## src/rtl/efr_pkg.sv

```systemverilog
`timescale 1ns / 1ps

package efr_pkg;

  localparam int EFR_HEADER_BYTES = 4;
  localparam int EFR_MAX_PAYLOAD  = 56;
  localparam int EFR_BUFFER_LIMIT = 63;

  localparam int PTR_W       = 6;
  localparam int STORE_DEPTH = 1 << PTR_W;

  localparam logic [1:0] CFG_ESCAPE  = 2'd0;
  localparam logic [1:0] CFG_START   = 2'd1;
  localparam logic [1:0] CFG_END     = 2'd2;
  localparam logic [1:0] CFG_CHANNEL = 2'd3;

  localparam logic [1:0] ST_OK        = 2'd0;
  localparam logic [1:0] ST_TOO_SHORT = 2'd1;
  localparam logic [1:0] ST_TOO_LONG  = 2'd2;

  typedef struct packed {
    logic [7:0] escape_byte;
    logic [7:0] start_byte;
    logic [7:0] end_byte;
    logic [2:0] channel_id;
  } cfg_t;

  typedef struct packed {
    logic             en;
    logic [PTR_W-1:0] addr;
    logic [7:0]       data;
  } wr_req_t;

endpackage

```

## src/rtl/efr_store.sv

```systemverilog
`timescale 1ns / 1ps

module efr_store (
  input  logic                    clk,
  input  efr_pkg::wr_req_t        wr,
  input  logic [efr_pkg::PTR_W-1:0] rd_addr,
  output logic [7:0]              rd_data
);
  import efr_pkg::*;

  logic [7:0] mem [STORE_DEPTH];
  logic [7:0] rd_data_r;

  always_ff @(posedge clk) begin
    if (wr.en) begin
      mem[wr.addr] <= wr.data;
    end
    rd_data_r <= mem[rd_addr];
  end

  assign rd_data = rd_data_r;

endmodule

```

## src/rtl/efr_ctrl.sv

```systemverilog
`timescale 1ns / 1ps

module efr_ctrl (
  input  logic                      clk,
  input  logic                      rst_n,
  input  efr_pkg::cfg_t             cfg,
  input  logic                      in_valid,
  output logic                      in_ready,
  input  logic [7:0]                in_rx_byte,
  output logic                      out_valid,
  input  logic                      out_ready,
  output logic [7:0]                out_frame_byte,
  output logic [5:0]                out_byte_index,
  output logic                      out_last,
  output logic [5:0]                out_payload_length,
  output logic [15:0]               out_checksum,
  output logic [1:0]                out_status,
  output efr_pkg::wr_req_t          wr,
  output logic [efr_pkg::PTR_W-1:0] rd_addr,
  input  logic [7:0]                rd_data
);
  import efr_pkg::*;

  typedef enum logic [2:0] {
    S_IDLE, S_CLO, S_CHI, S_CHK, S_FETCH, S_LOAD, S_OUT
  } state_t;

  localparam logic [PTR_W-1:0] HDR2 = PTR_W'(EFR_HEADER_BYTES + 2);
  localparam logic [PTR_W-1:0] TWO  = PTR_W'(2);

  state_t           state_r, state_nxt;
  logic             esc_r, esc_nxt;
  logic [PTR_W-1:0] fp_r, fp_nxt;
  logic [PTR_W-1:0] n_r, n_nxt;
  logic [PTR_W-1:0] idx_r, idx_nxt;
  logic [7:0]       lo_r, lo_nxt;
  logic [7:0]       byte_r, byte_nxt;
  logic [5:0]       bidx_r, bidx_nxt;
  logic             last_r, last_nxt;
  logic [5:0]       plen_r, plen_nxt;
  logic [15:0]      csum_r, csum_nxt;
  logic [1:0]       status_r, status_nxt;

  logic             take;
  logic             is_store;
  logic [PTR_W-1:0] plen_w;
  logic [PTR_W-1:0] body_w;

  assign take   = in_valid && in_ready;
  assign is_store = esc_r || (in_rx_byte != cfg.escape_byte &&
                              in_rx_byte != cfg.start_byte &&
                              in_rx_byte != cfg.end_byte);
  assign plen_w = n_r - HDR2;
  assign body_w = n_r - TWO;

  always_comb begin
    state_nxt  = state_r;
    esc_nxt    = esc_r;
    fp_nxt     = fp_r;
    n_nxt      = n_r;
    idx_nxt    = idx_r;
    lo_nxt     = lo_r;
    byte_nxt   = byte_r;
    bidx_nxt   = bidx_r;
    last_nxt   = last_r;
    plen_nxt   = plen_r;
    csum_nxt   = csum_r;
    status_nxt = status_r;
    wr.en      = 1'b0;
    wr.addr    = fp_r;
    wr.data    = in_rx_byte;
    rd_addr    = idx_r;
    unique case (state_r)
      S_IDLE: begin
        if (take) begin
          if (is_store) begin
            esc_nxt = 1'b0;
            wr.en   = 1'b1;
            if (int'(fp_r) < EFR_BUFFER_LIMIT) begin
              fp_nxt = fp_r + 1'b1;
            end
          end else if (in_rx_byte == cfg.escape_byte) begin
            esc_nxt = 1'b1;
          end else if (in_rx_byte == cfg.start_byte) begin
            fp_nxt = '0;
          end else begin
            n_nxt     = fp_r;
            state_nxt = S_CLO;
          end
        end
      end
      S_CLO: begin
        rd_addr   = n_r - TWO;
        state_nxt = S_CHI;
      end
      S_CHI: begin
        rd_addr   = n_r - 1'b1;
        lo_nxt    = rd_data;
        state_nxt = S_CHK;
      end
      S_CHK: begin
        csum_nxt = (n_r >= TWO) ? {rd_data, lo_r} : 16'd0;
        byte_nxt = '0;
        bidx_nxt = '0;
        last_nxt = 1'b1;
        plen_nxt = '0;
        idx_nxt  = '0;
        if (int'(n_r) < EFR_HEADER_BYTES + 2) begin
          status_nxt = ST_TOO_SHORT;
          state_nxt  = S_OUT;
        end else if (int'(plen_w) > EFR_MAX_PAYLOAD) begin
          status_nxt = ST_TOO_LONG;
          state_nxt  = S_OUT;
        end else begin
          status_nxt = ST_OK;
          plen_nxt   = plen_w;
          state_nxt  = (body_w == '0) ? S_OUT : S_FETCH;
        end
      end
      S_FETCH: begin
        rd_addr   = idx_r;
        state_nxt = S_LOAD;
      end
      S_LOAD: begin
        byte_nxt  = rd_data;
        bidx_nxt  = idx_r;
        last_nxt  = (idx_r + 1'b1 == body_w);
        state_nxt = S_OUT;
      end
      S_OUT: begin
        if (out_ready) begin
          if (last_r) begin
            state_nxt = S_IDLE;
          end else begin
            idx_nxt   = idx_r + 1'b1;
            state_nxt = S_FETCH;
          end
        end
      end
      default: state_nxt = S_IDLE;
    endcase
  end

  always_ff @(posedge clk) begin
    if (!rst_n) begin
      state_r <= S_IDLE;
      esc_r   <= 1'b0;
      fp_r    <= '0;
    end else begin
      state_r <= state_nxt;
      esc_r   <= esc_nxt;
      fp_r    <= fp_nxt;
    end
    n_r      <= n_nxt;
    idx_r    <= idx_nxt;
    lo_r     <= lo_nxt;
    byte_r   <= byte_nxt;
    bidx_r   <= bidx_nxt;
    last_r   <= last_nxt;
    plen_r   <= plen_nxt;
    csum_r   <= csum_nxt;
    status_r <= status_nxt;
  end

  assign in_ready           = (state_r == S_IDLE);
  assign out_valid          = (state_r == S_OUT);
  assign out_frame_byte     = byte_r;
  assign out_byte_index     = bidx_r;
  assign out_last           = last_r;
  assign out_payload_length = plen_r;
  assign out_checksum       = csum_r;
  assign out_status         = status_r;

endmodule

```

## src/rtl/escaped_frame_receiver.sv

```systemverilog
`timescale 1ns / 1ps
// Byte-stuffed frame receiver. Raw link bytes are taken one per cycle while the
// block collects a frame, be they data bytes, escapes or start bytes. An end
// byte hands the frame to the sequencer, which reads the two checksum bytes
// from the receive store in states S_CLO, S_CHI and S_CHK, then emits the frame
// bytes before the checksum, header first, each transfer passing through states
// S_FETCH, S_LOAD and S_OUT; a rejected frame (too short or too long) gives a
// single transfer with status set and frame byte zero. These steps follow from
// the single read port of the receive store, whose read data is registered. The
// input is not ready from the end byte until the last transfer of the frame.
// Configuration registers are written through cfg_wr_en, cfg_addr and cfg_wdata
// and should only change while no frame is being emitted.

module escaped_frame_receiver (
  input  logic        clk,
  input  logic        rst_n,
  input  logic        cfg_wr_en,
  input  logic [1:0]  cfg_addr,
  input  logic [7:0]  cfg_wdata,
  input  logic        in_valid,
  output logic        in_ready,
  input  logic [7:0]  in_rx_byte,
  output logic        out_valid,
  input  logic        out_ready,
  output logic [7:0]  out_frame_byte,
  output logic [5:0]  out_byte_index,
  output logic        out_last,
  output logic [5:0]  out_payload_length,
  output logic [15:0] out_checksum,
  output logic [1:0]  out_status,
  output logic [2:0]  out_channel
);
  import efr_pkg::*;

  cfg_t             cfg_r;
  wr_req_t          wr;
  logic [PTR_W-1:0] rd_addr;
  logic [7:0]       rd_data;

  always_ff @(posedge clk) begin
    if (!rst_n) begin
      cfg_r.escape_byte <= 8'd125;
      cfg_r.start_byte  <= 8'd123;
      cfg_r.end_byte    <= 8'd126;
      cfg_r.channel_id  <= 3'd0;
    end else if (cfg_wr_en) begin
      unique case (cfg_addr)
        CFG_ESCAPE:  cfg_r.escape_byte <= cfg_wdata;
        CFG_START:   cfg_r.start_byte  <= cfg_wdata;
        CFG_END:     cfg_r.end_byte    <= cfg_wdata;
        CFG_CHANNEL: cfg_r.channel_id  <= cfg_wdata[2:0];
        default: ;
      endcase
    end
  end

  efr_ctrl u_ctrl (
    .clk                (clk),
    .rst_n              (rst_n),
    .cfg                (cfg_r),
    .in_valid           (in_valid),
    .in_ready           (in_ready),
    .in_rx_byte         (in_rx_byte),
    .out_valid          (out_valid),
    .out_ready          (out_ready),
    .out_frame_byte     (out_frame_byte),
    .out_byte_index     (out_byte_index),
    .out_last           (out_last),
    .out_payload_length (out_payload_length),
    .out_checksum       (out_checksum),
    .out_status         (out_status),
    .wr                 (wr),
    .rd_addr            (rd_addr),
    .rd_data            (rd_data)
  );

  efr_store u_store (
    .clk     (clk),
    .wr      (wr),
    .rd_addr (rd_addr),
    .rd_data (rd_data)
  );

  assign out_channel = cfg_r.channel_id;

endmodule

```

## config.mk

```make
export PLATFORM = sky130hd
export DESIGN_NAME = escaped_frame_receiver
export DESIGN_NICKNAME = d
export VERILOG_FILES = /design/src/rtl/efr_pkg.sv /design/src/rtl/efr_store.sv /design/src/rtl/efr_ctrl.sv /design/src/rtl/escaped_frame_receiver.sv
export SDC_FILE = /design/constraint.sdc
export NUM_CORES = 1
export LEC_CHECK = 0
export BUFFER_PORTS_ARGS = -buffer_cell sky130_fd_sc_hd__buf_4
export CAP_MARGIN = 25
export CELL_PAD_IN_SITES_DETAIL_PLACEMENT = 0
export CELL_PAD_IN_SITES_GLOBAL_PLACEMENT = 2
export CORE_ASPECT_RATIO = 1.1
export CORE_MARGIN = 5
export CORE_UTILIZATION = 49
export CTS_BUF_LIST = sky130_fd_sc_hd__clkbuf_16
export DETAILED_ROUTE_END_ITERATION = 8
export HOLD_SLACK_MARGIN = 0.03
export PLACE_DENSITY = 0.83
export SYNTH_ARGS = -nofsm -noshare
export SYNTH_HDL_FRONTEND = slang
export SYNTH_SLANG_ARGS = --single-unit
```

## constraint.sdc

```tcl
create_clock -name clk -period 6.78 [get_ports clk]
set_input_delay 1.356 -clock clk [delete_from_list [all_inputs] [get_ports clk]]
set_output_delay 1.356 -clock clk [all_outputs]
set_load 0.01 [all_outputs]
```

==> summary.txt <==
Run status
  – Status: complete, but fails checks
  – Failing checks: design-rule violations

Clocking
  – Number of CTS-inserted buffers: 59
  – CTS H-tree depth: 2
  – Clock latency at the later pin of the worst-skew pair: 0.64 ns
  – Clock-pin slew on the worst setup and hold paths: 0.06 ns
  – Clock Path Buffers: 3
  – Hold buffers post-CTS: 0
  – Setup Fix Bufs, Post-CTS: 0
  – Sink Count: 616
  – Root Driver: clkbuf_16
  – Post_cts resized: 0
  – CTS tree: done

Timing
  – Hold Vio Cnt, Final: 0
  – Fmax: around 0.22 GHz
  – Worst-margin pin slew: slightly below 1 ns
  – # setup viols final: 0
  – Tmin final: 4.54 ns
  – Worst clock skew: 0.0338 ns
  – Pins over their slew limit: 0
  – Period utilization: 66.9%
  – RSZ-0062 raised after global routing: no
  – Setup TNS: 0 ns
  – Slew HR: 35.3%

Final layout
  – Most frequent cells in the layout: edfxtp_1, nand2_1, nor2_1
  – Finished Core Util: between 50 and 60%
  – Final std cells w/o fill: approximately 2600
  – Most common cell after layout, fill and taps aside: edfxtp_1
  – Cell area after layout: 0.0283 mm2
  – Layout Nets: roughly 1900
  – Layout area overhead: 12.5%
  – Layout cells sized above 1: about an eighth
  – Fillcell total: 4100
  – N_diodes: 0

Critical path
  – Maximum fanout along the worst path: 67
  – Worst Setup End Kind: register
  – Setup crit start kind: register
  – RR Startpoint: u_ctrl.n_r[1]
  – Slowest Stage Delay on Critical Path: 0.74 ns
  – Critical-path cell list: inv_1 -> ha_1 -> o311a_1 -> and2_4 -> nor2_4 -> buf_4 -> a22o_1 -> o41ai_1 -> o221ai_1 -> nor4b_2
  – Worst Setup Path Type: reg -> reg
  – Crit path from: u_ctrl.n_r[1]
  – CP max stage cell: and2_4
  – Worst Path Required: 7.32 ns
  – Crit path DAT: 5.08 ns

Route
  – ANT nets after route: 0
  – Avg WL per Cell: around 26 um
  – Detailed Route Iter0 Violations: 1331
  – Vias/cell: 6.05
  – DR pass1 iterations: 8
  – Vias: approximately 16000
  – Post-Route WL: just under 70000 um
  – # DRC: 2

Floorplan
  – Die W: 226 um
  – Die ar.: 0.0560 mm2
  – Die Ht: 248 um
  – Top-level I/O count: 67
  – Initial core utilization: 49.3%
  – Core Rows: 87
  – Core area: 0.0511 mm2

Synth
  – Number of enable flip-flop cells after synthesis: between 500 and 600
  – Fraction of registers with async set/reset: 0%
  – Syn Area/Cell: approximately 14 um2
  – Top_reg_cell synth: edfxtp_1
  – Syn_nets: 1834
  – Synth unique cells: 70
  – Syn Inst Count: 1803
  – Register area share after synthesis: a little under three quarters
  – Synth Register Bits: 616
  – Synthesis Warnings: 0
  – Post-Syn Area: roughly 0.025 mm2

Power
  – Int Power: 6.29 mW
  – Worst VDD drop: 0.195 mV
  – Switching fraction of total power: 20.6%
  – Clk pwr share: 43.6%
  – Leakage: 9.20 nW
  – Sw power: 1.63 mW
  – Combinational group share of total power: 3.4%
  – Pwr Density: 280 mW/mm2
  – Sequential power share: approximately 53%
  – Tot Pwr: between 7 and 8 mW

Placement
  – GPL Wtd Cong: 0.920
  – IO buf count: 66
  – Cells after DPL: 2463
  – Dpl hpwl: approximately 44000 um
  – Placement Cell Area: 0.0263 mm2

GRT
  – Initial antenna violation count: 0
  – Vias in the first global route: 15619
  – Total track usage: 24.1%
  – Largest net degree at the start of global routing: 70
  – GRT overflow: 0
  – Global-route wire length before repair: 100000 um

Min path
  – HP Class: reg -> reg
  – Hold_sp: u_store.rd_data[6]

Job
  – Max-cap viol count: 0
==> through the flow <==
| step | setup slack, ns | hold slack (ns) |
|---|---|---|
| 6_report | 2.24 | 0.467 |
| 5_1_grt | 2.16 | 0.478 |
| 4_1_cts | 2.33 | 0.479 |
| 3_5_place_dp | 1.94 | 0.463 |
| 3_3_place_gp | 2.07 | 0.450 |
| 2_1_floorplan | 3.47 | 0.406 |
==> cells in the mapped netlist (9+ instances only) <==
cell type  count  share of area (%)
xnor2_1       13               0.45
dfxtp_1       45                3.6
buf_1         11               0.16
inv_1         10               0.15
xor2_1        36                1.3
a22oi_1       15               0.45
nor2_1       103                1.5
a211oi_1      40                1.2
nand2_1      304                4.5
clkbuf_1      35               0.52
nor3_1        10               0.20
buf_2         37               0.74
a32oi_1       20               0.70
nand3_1       92                1.8
a221oi_1      12               0.42
edfxtp_1     571                 68
mux2_2        15               0.67
mux2i_1       97                3.9
nor4_1         9               0.22
and2_1        33               0.82
a31oi_1       46                1.1
a21oi_1       72                1.4
buf_4         16               0.48
a32o_1        13               0.52
==> layer usage <==
metal / GRT usage (%) / share of wire, % / up-vias
met5: 0 / 0 / -
met1: 31.9 / 41 / 7820
li1: - / - / 6960
met4: 8.42 / 3.5 / 0
met2: 41.2 / 49 / 655
met3: 3.51 / 6.4 / 142
==> layout make-up <==
| cell class | instances | area [um2] | share of cell area (%) |
|---|---|---|---|
| flip-flops and latches | 616 | 18000 | 63.7 |
| repair buffers | 95 | 711 | 2.51 |
| inverters | 10 | 37.5 | 0.133 |
| clock buffers | 59 | 1480 | 5.21 |
| clock inverters | 52 | 591 | 2.09 |
| well taps | 667 | 835 | 2.95 |
| multi-input cells | 1075 | 6620 | 23.4 |
==> cells by family after synthesis <==
| kind of cell | Yosys count | synth area share [%] |
|---|---|---|
| AO/OA/AOI/OAI | 299 | 8.53 |
| XOR/XNOR | 49 | 1.71 |
| adder cells (fa/ha/maj) | 8 | 0.398 |
| flip-flops | 616 | 71.7 |
| buffers and inverters | 112 | 2.18 |
| AND/OR/NAND/NOR | 607 | 11.0 |
| multiplexers | 112 | 4.53 |
==> final timing paths <==
path / slack, ns / to / depth (start not counted)
setup / recovery: 2.24 / u_store.rd_data[0] / 10
setup reg to reg: 2.24 / u_store.rd_data[0] / 10
hold / removal: 0.47 / u_ctrl.lo_r[6] / 0
hold reg to reg: 0.47 / u_ctrl.lo_r[6] / 0
==> critical path: cells and delay by family, from the launching register on <==
kind,cells,cell delay [ns]
AO/OA/AOI/OAI,4,1.59
adder cells (fa/ha/maj),1,0.32
buffers and inverters,2,0.48
flip-flops,1,0.62
AND/OR/NAND/NOR,3,1.35
==> power by group through the flow <==
stage | clock, mW | combinational, mW | sequential, mW
3_5_place_dp | 0 | 0.268 | 4.28
2_1_floorplan | 0 | 0.127 | 4.26
4_1_cts | 3.50 | 0.269 | 4.20
5_1_grt | 3.66 | 0.287 | 4.20
3_3_place_gp | 0 | 0.267 | 4.28
6_report | 3.45 | 0.269 | 4.20
==> state kept, by name, summed over array words and instances, names as in the netlist <==
register / flops
cfg_r: 24
u_ctrl.esc_r: 1
u_ctrl.out_byte_index: 6
out_channel: 3
u_ctrl.idx_r: 6
u_ctrl.lo_r: 8
u_ctrl.state_r: 3
u_ctrl.out_payload_length: 6
u_ctrl.out_last: 1
u_ctrl.fp_r: 6
u_store.rd_data: 8
u_ctrl.out_checksum: 16
u_ctrl.n_r: 6
u_ctrl.out_frame_byte: 8
u_ctrl.out_status: 2
u_store.mem: 512
Power figures use the tool's default switching activity.
